--- config.mk ---
export PLATFORM = sky130hd
export DESIGN_NAME = ekd_ctrl
export DESIGN_NICKNAME = d
export VERILOG_FILES = /design/src/sv/ekd_pkg.sv /design/src/sv/ekd_ctrl.sv
export SDC_FILE = /design/constraint.sdc
export NUM_CORES = 1
export LEC_CHECK = 0
export BUFFER_PORTS_ARGS = -buffer_cell sky130_fd_sc_hd__buf_2
export CAP_MARGIN = 20
export CORE_AREA = 5 5 42 44
export CTS_CLUSTER_SIZE = 20
export DETAILED_ROUTE_END_ITERATION = 8
export DIE_AREA = 0 0 47 49
export HOLD_SLACK_MARGIN = 0.08
export PLACE_DENSITY_LB_ADDON = 0.12
export SKIP_LAST_GASP = 1
export SYNTH_ARGS = -nofsm -noshare
export SYNTH_HDL_FRONTEND = slang
export SYNTH_SLANG_ARGS = --single-unit
--- constraint.sdc ---
create_clock -name aclk -period 3.8 [get_ports aclk]
set_input_delay 0.76 -clock aclk [delete_from_list [all_inputs] [get_ports aclk]]
set_output_delay 0.76 -clock aclk [all_outputs]
set_load 0.05 [all_outputs]
--- src/sv/ekd_pkg.sv ---
// ----------------------------------------------------------------------------
// ekd_pkg
// Shared sizes and the command/status bundles that join the controller and
// the datapath of the exact-k distinct subarray counter.
// ----------------------------------------------------------------------------
package ekd_pkg;

    localparam int MAX_LEN     = 4096;
    localparam int VALUE_COUNT = 1024;

    localparam int VAL_W   = 10;                      // stream value
    localparam int ADDR_W  = $clog2(MAX_LEN);         // history address
    localparam int CNT_W   = $clog2(MAX_LEN + 1);     // pointers, item count, occurrences
    localparam int TAB_W   = $clog2(VALUE_COUNT);     // occurrence table address
    localparam int DIST_W  = 11;                      // distinct values in a window
    localparam int K_W     = 11;
    localparam int TOT_W   = 24;
    localparam int K_RESET = 1;

    typedef struct packed {
        logic clr;        // zero one entry of both occurrence tables
        logic take;       // word accepted on the input side
        logic inc;        // bump the new value in both tables
        logic hist_rd;    // read the history
        logic hist_inner; // history address from the inner pointer, else the left pointer
        logic cnt_rd;     // read the tables at the value just read from the history
        logic o_dec;      // drop the oldest item of the outer window
        logic i_dec;      // drop the oldest item of the inner window
        logic emit;       // load the result register
    } ekd_cmd_t;

    typedef struct packed {
        logic clr_done;
        logic full;
        logic outer_move;
        logic inner_move;
        logic out_free;
        logic last;
    } ekd_sts_t;

endpackage

--- src/sv/ekd_ctrl.sv ---
// ----------------------------------------------------------------------------
// ekd_ctrl
// Sequencer: clearing pass, table update for the new word, then the left and
// inner pointer walks, then the hand-off to the result register.
// ----------------------------------------------------------------------------
module ekd_ctrl (
    input  logic              aclk,
    input  logic              aresetn,
    input  logic              s_tvalid,
    output logic              s_tready,
    input  ekd_pkg::ekd_sts_t sts,
    output ekd_pkg::ekd_cmd_t cmd
);

    localparam logic [3:0] S_CLEAR = 4'd0;
    localparam logic [3:0] S_IDLE  = 4'd1;
    localparam logic [3:0] S_INC   = 4'd2;
    localparam logic [3:0] S_OCHK  = 4'd3;
    localparam logic [3:0] S_OHIST = 4'd4;
    localparam logic [3:0] S_ODEC  = 4'd5;
    localparam logic [3:0] S_ICHK  = 4'd6;
    localparam logic [3:0] S_IHIST = 4'd7;
    localparam logic [3:0] S_IDEC  = 4'd8;
    localparam logic [3:0] S_EMIT  = 4'd9;

    logic [3:0] state_reg;
    logic [3:0] state_next;

    always_ff @(posedge aclk) begin
        if (!aresetn) begin
            state_reg <= S_CLEAR;
        end else begin
            state_reg <= state_next;
        end
    end

    assign s_tready = (state_reg == S_IDLE);

    always_comb begin
        state_next = state_reg;
        cmd        = '0;
        case (state_reg)
            S_CLEAR: begin
                cmd.clr = 1'b1;
                if (sts.clr_done) begin
                    state_next = S_IDLE;
                end
            end
            S_IDLE: begin
                if (s_tvalid) begin
                    cmd.take   = 1'b1;
                    // a word beyond the history length is only reported
                    state_next = sts.full ? S_EMIT : S_INC;
                end
            end
            S_INC: begin
                cmd.inc    = 1'b1;
                state_next = S_OCHK;
            end
            S_OCHK: begin
                if (sts.outer_move) begin
                    cmd.hist_rd = 1'b1;
                    state_next  = S_OHIST;
                end else begin
                    state_next = S_ICHK;
                end
            end
            S_OHIST: begin
                cmd.cnt_rd = 1'b1;
                state_next = S_ODEC;
            end
            S_ODEC: begin
                cmd.o_dec  = 1'b1;
                state_next = S_OCHK;
            end
            S_ICHK: begin
                if (sts.inner_move) begin
                    cmd.hist_rd    = 1'b1;
                    cmd.hist_inner = 1'b1;
                    state_next     = S_IHIST;
                end else begin
                    state_next = S_EMIT;
                end
            end
            S_IHIST: begin
                cmd.cnt_rd = 1'b1;
                state_next = S_IDEC;
            end
            S_IDEC: begin
                cmd.i_dec  = 1'b1;
                state_next = S_ICHK;
            end
            S_EMIT: begin
                if (sts.out_free) begin
                    cmd.emit   = 1'b1;
                    state_next = sts.last ? S_CLEAR : S_IDLE;
                end
            end
            default: begin
                state_next = S_CLEAR;
            end
        endcase
    end

endmodule

Word level (Yosys, flattened, before mapping)
Cells that the tools add are included.
- equal/unequal tests: 12
- mux-type cells: 21
- reduce and logical (&&, ||, !) cells: 4
- operators by type and width (operator ; number):
    case mux 4 bit (9 select lines) ; 1
    2-to-1 mux 4 bit ; 5
    == test 4 x 3 -> 1 bit (second input constant) ; 4
    2-to-1 mux 1 bit ; 12
    == test 4 x 2 -> 1 bit (second input constant) ; 2
    == test 4 bit (second input constant) ; 2
    inequality test 2 bit (second input constant) ; 3
    == test 4 x 1 -> 1 bit (second input constant) ; 1
    logical NOT 4 bit ; 1
    2-to-1 mux 2 bit ; 2
    OR reduction 2 bit ; 2
    AND reduction 3 bit ; 1
    case mux 1 bit (2 select lines) ; 1
- register bits after elaboration: 4
- output and inout port bits: 10
- input port bits: 9

Depth between registers and ports, before layout
- word-level depth: 3
- depth in mapped cells: 5
- mapped depth without buffers: 4

Worst setup path after synthesis
Ideal clock, no wire load.
- path kind: reg-to-output
- start: register state_reg[2]
- end: output port cmd[3] (netlist bit)
- arrival: 1801 ps
- stages on the path, launching flop included: 3
- path slack: 1239 ps
- cells stage by stage: dfxtp_1 > clkbuf_1 > nor3b_1
- RTL lines (item ; RTL line ; text):
    start, declared ; ekd_ctrl.sv:26 ; logic [3:0] state_reg;
    start signal, assigned ; ekd_ctrl.sv:33 ; state_reg <= state_next;
    end, declared ; ekd_ctrl.sv:12 ; output ekd_pkg::ekd_cmd_t cmd

==> flow_metrics.env <==
export IMPL_avgSynthCellArea_um2=6.849
export IMPL_max_freq_mhz=417.7
export IMPL_worstHoldPathType="primary input to register"
export IMPL_hold_buffers=0
export IMPL_cts_clk_slew_worst_paths_ps=40
export IMPL_cp_required_ps=3040
export IMPL_postRouteAntennaNets=0
export IMPL_grt_use_met3_pct=5.166
export IMPL_yosysTopAreaCell="dfxtp_1"
export IMPL_finalHoldWorstSlack_ps=751.3
export IMPL_globalplace_congestion=0.7239
export IMPL_die_w_um=47
export IMPL_grt_pass1_vias=397
export IMPL_layout_setup_ws_ps=1406
export IMPL_switching_share_pct=52.98
export IMPL_antenna_found_initial=0
export IMPL_final_hold_violation_count=0
export IMPL_cts_tree="done"
export IMPL_die_h_um=49
export IMPL_p_clk_share_pct=17.7
export IMPL_dieArea_um2=2303
export IMPL_slew_viol_final=0
export IMPL_viasPerCell=5.200
export IMPL_first_pass_iters=4
export IMPL_clk_latency_ps=240
export IMPL_grt_pass1_wl_um=1863
export IMPL_vdd_ir_drop_max_mv=0.3153
export IMPL_end_kind="output pin"
export IMPL_syn_cell_area_um2=390.4
export IMPL_cts_setup_buffers=0
export IMPL_vias=468
export IMPL_worstSetupPathType="register to output pin"
export IMPL_total_power_uw=295.9
export IMPL_synth_net_count=66
export IMPL_power_density_nw_per_um2=586.9
export IMPL_top_usage_layer="met1"
export IMPL_synth_seq_cells=4
export IMPL_hpwlAfterDp_um=839
export IMPL_drt_initial_drc_count=8
export IMPL_setup_viol=0
export IMPL_clock_skew_ps=3.044
export IMPL_cts_max_level=1
export IMPL_wire_per_inst_um=12.71
export IMPL_p_leak_uw=0.0002426
export IMPL_intPower_uw=139.2
export IMPL_overflow=0
export IMPL_cts_buffer_depth=2
export IMPL_cts_sinks=4
export IMPL_row_count=14
export IMPL_areaGrowthSynthToFinish_pct=29.17
export IMPL_yosysUniqueCellTypes=27
export IMPL_slew_headroom_pct=68.88
export IMPL_port_buffers=18
export IMPL_cts_buffers=3
export IMPL_crit_arrival_ps=1630
export IMPL_cts_root_buf="clkbuf_4"
export IMPL_cap_violations=0
export IMPL_period_needed_ps=2394
export IMPL_initial_utilization_pct=27.86
export IMPL_grtUsageMet2_pct=13.57
export IMPL_synth_flop_cell="dfxtp_1"
export IMPL_status="complete, no violations"
export IMPL_postSynthCellCount=57
export IMPL_cts_repair_resized=0
export IMPL_synthTopCellsByCount="5 x nand2_1, 5 x nor2_1, 4 x a21oi_1, 4 x and3_1, 4 x dfxtp_1"
export IMPL_async_flop_share_pct=0
export IMPL_grt_use_met1_pct=15.79
export IMPL_wirelength_um=1144
export IMPL_power_frac_comb_pct=55.1
export IMPL_ios=19
export IMPL_drive_gt1_share_pct=33.78
export IMPL_rsz0062_at_grt="no"
export IMPL_largest_reg_flops=4
export IMPL_yosysWarnings=0
export IMPL_worstPathMaxFanout=14
export IMPL_drc=0
export IMPL_seq_power_share_pct=27.2
export IMPL_netSwitchingPower_uw=156.8
export IMPL_antenna_cells=0
export IMPL_grt_start_max_net_pins=16
export IMPL_synth_edff_count=0
export IMPL_tightest_slew_ps=466.1
export IMPL_final_util_pct=35.98
export IMPL_setup_tns_ps=0
export IMPL_fillers=165
export IMPL_yosysTopAreaCellShare_pct=20.51
export IMPL_grt_total_usage_pct=11.33
export IMPL_ys_seq_area_share_pct=20.51
export IMPL_synthTopCellsByArea="dfxtp_1 21%, and3_1 6.4%, a21oi_1 5.1%, nand2_1 4.8%, nand2b_1 4.8%"
export IMPL_fin_crit_sh_pct=63.01
export IMPL_nets=85
export IMPL_post_place_ws_ps=1635
export IMPL_critPathLaunchType="register"
export IMPL_core_area_um2=1401
[power groups by stage]
stage / logic (µW) / clock network (µW) / registers, µW
floorplan: 153 / 0 / 57.2
global placement: 165 / 0 / 80.7
detailed placement: 164 / 0 / 80.4
CTS: 164 / 54.8 / 79.9
global route: 179 / 59.2 / 82.8
finish: 163 / 52.4 / 80.4
[path summary, 6_finish.rpt]
kind / cells after the start / from / to / slack [ps]
max: 4 / state_reg[0]$_SDFFE_PN0P_ / cmd[5] / 1410
min: 2 / sts[1] / state_reg[3]$_SDFFE_PN0P_ / 750
max reg2reg: 4 / state_reg[1]$_SDFFE_PN0P_ / state_reg[3]$_SDFFE_PN0P_ / 2270
min reg2reg: 2 / state_reg[0]$_SDFFE_PN0P_ / state_reg[3]$_SDFFE_PN0P_ / 790
[cells in the final DEF (no fill, tap or decap), drive strengths merged]
cell / netlist / layout
nor3: 3 / 3
buf: 3 / 18
inv: 4 / 4
nor2b: 2 / 2
nand2: 5 / 5
or4: 2 / 2
clkbuf: 1 / 3
o31a: 2 / 2
o221a: 1 / 1
o21ai: 4 / 4
dfxtp: 4 / 4
o32ai: 1 / 1
mux2i: 1 / 1
nand3: 2 / 2
and3: 5 / 5
xor2: 1 / 1
nand2b: 3 / 3
nor3b: 1 / 1
o211ai: 1 / 1
nor2: 5 / 5
a21oi: 4 / 4
a31oi: 1 / 1
nor4: 1 / 1
[worst max-delay path, stage by stage (launching register included)]
cell,delay [ps]
dfxtp_1,600
nor2b_1,310
nand2_1,80
a21oi_1,130
buf_2,270
[cell type report]
cell class | instances | area (µm²) | share of cell area, %
well taps | 16 | 20.02 | 3.970
multi-input cells | 45 | 276.5 | 54.84
clock buffers | 3 | 22.52 | 4.466
flip-flops and latches | 4 | 80.08 | 15.88
repair buffers | 18 | 90.09 | 17.87
inverters | 4 | 15.01 | 2.978
[kinds of logic after synthesis]
group                     count (synthesis)  share of synthesized area, %
AOI/OAI and AO/OA                        14                         24.68
and+or+nand+nor                          29                         41.35
muxes                                     1                         2.564
buffers and inverters                     8                         8.651
xor gates and xnor gates                  1                         2.244
DFF                                       4                         20.51
[metal layers]
layer	routed length (µm)	vias to the layer above
li1	-	245
met1	564	206
met2	464	15
met3	91	2
met4	23	0
met5	0	-
[metrics by stage]
step / area (µm²) / cells
6_report: 504.2 / 90
4_1_cts: 504.2 / 90
5_1_grt: 504.2 / 90
3_5_place_dp: 481.7 / 87
3_3_place_gp: 481.7 / 87
2_1_floorplan: 390.4 / 57
No activity file was read; power rests on OpenSTA's default activity.
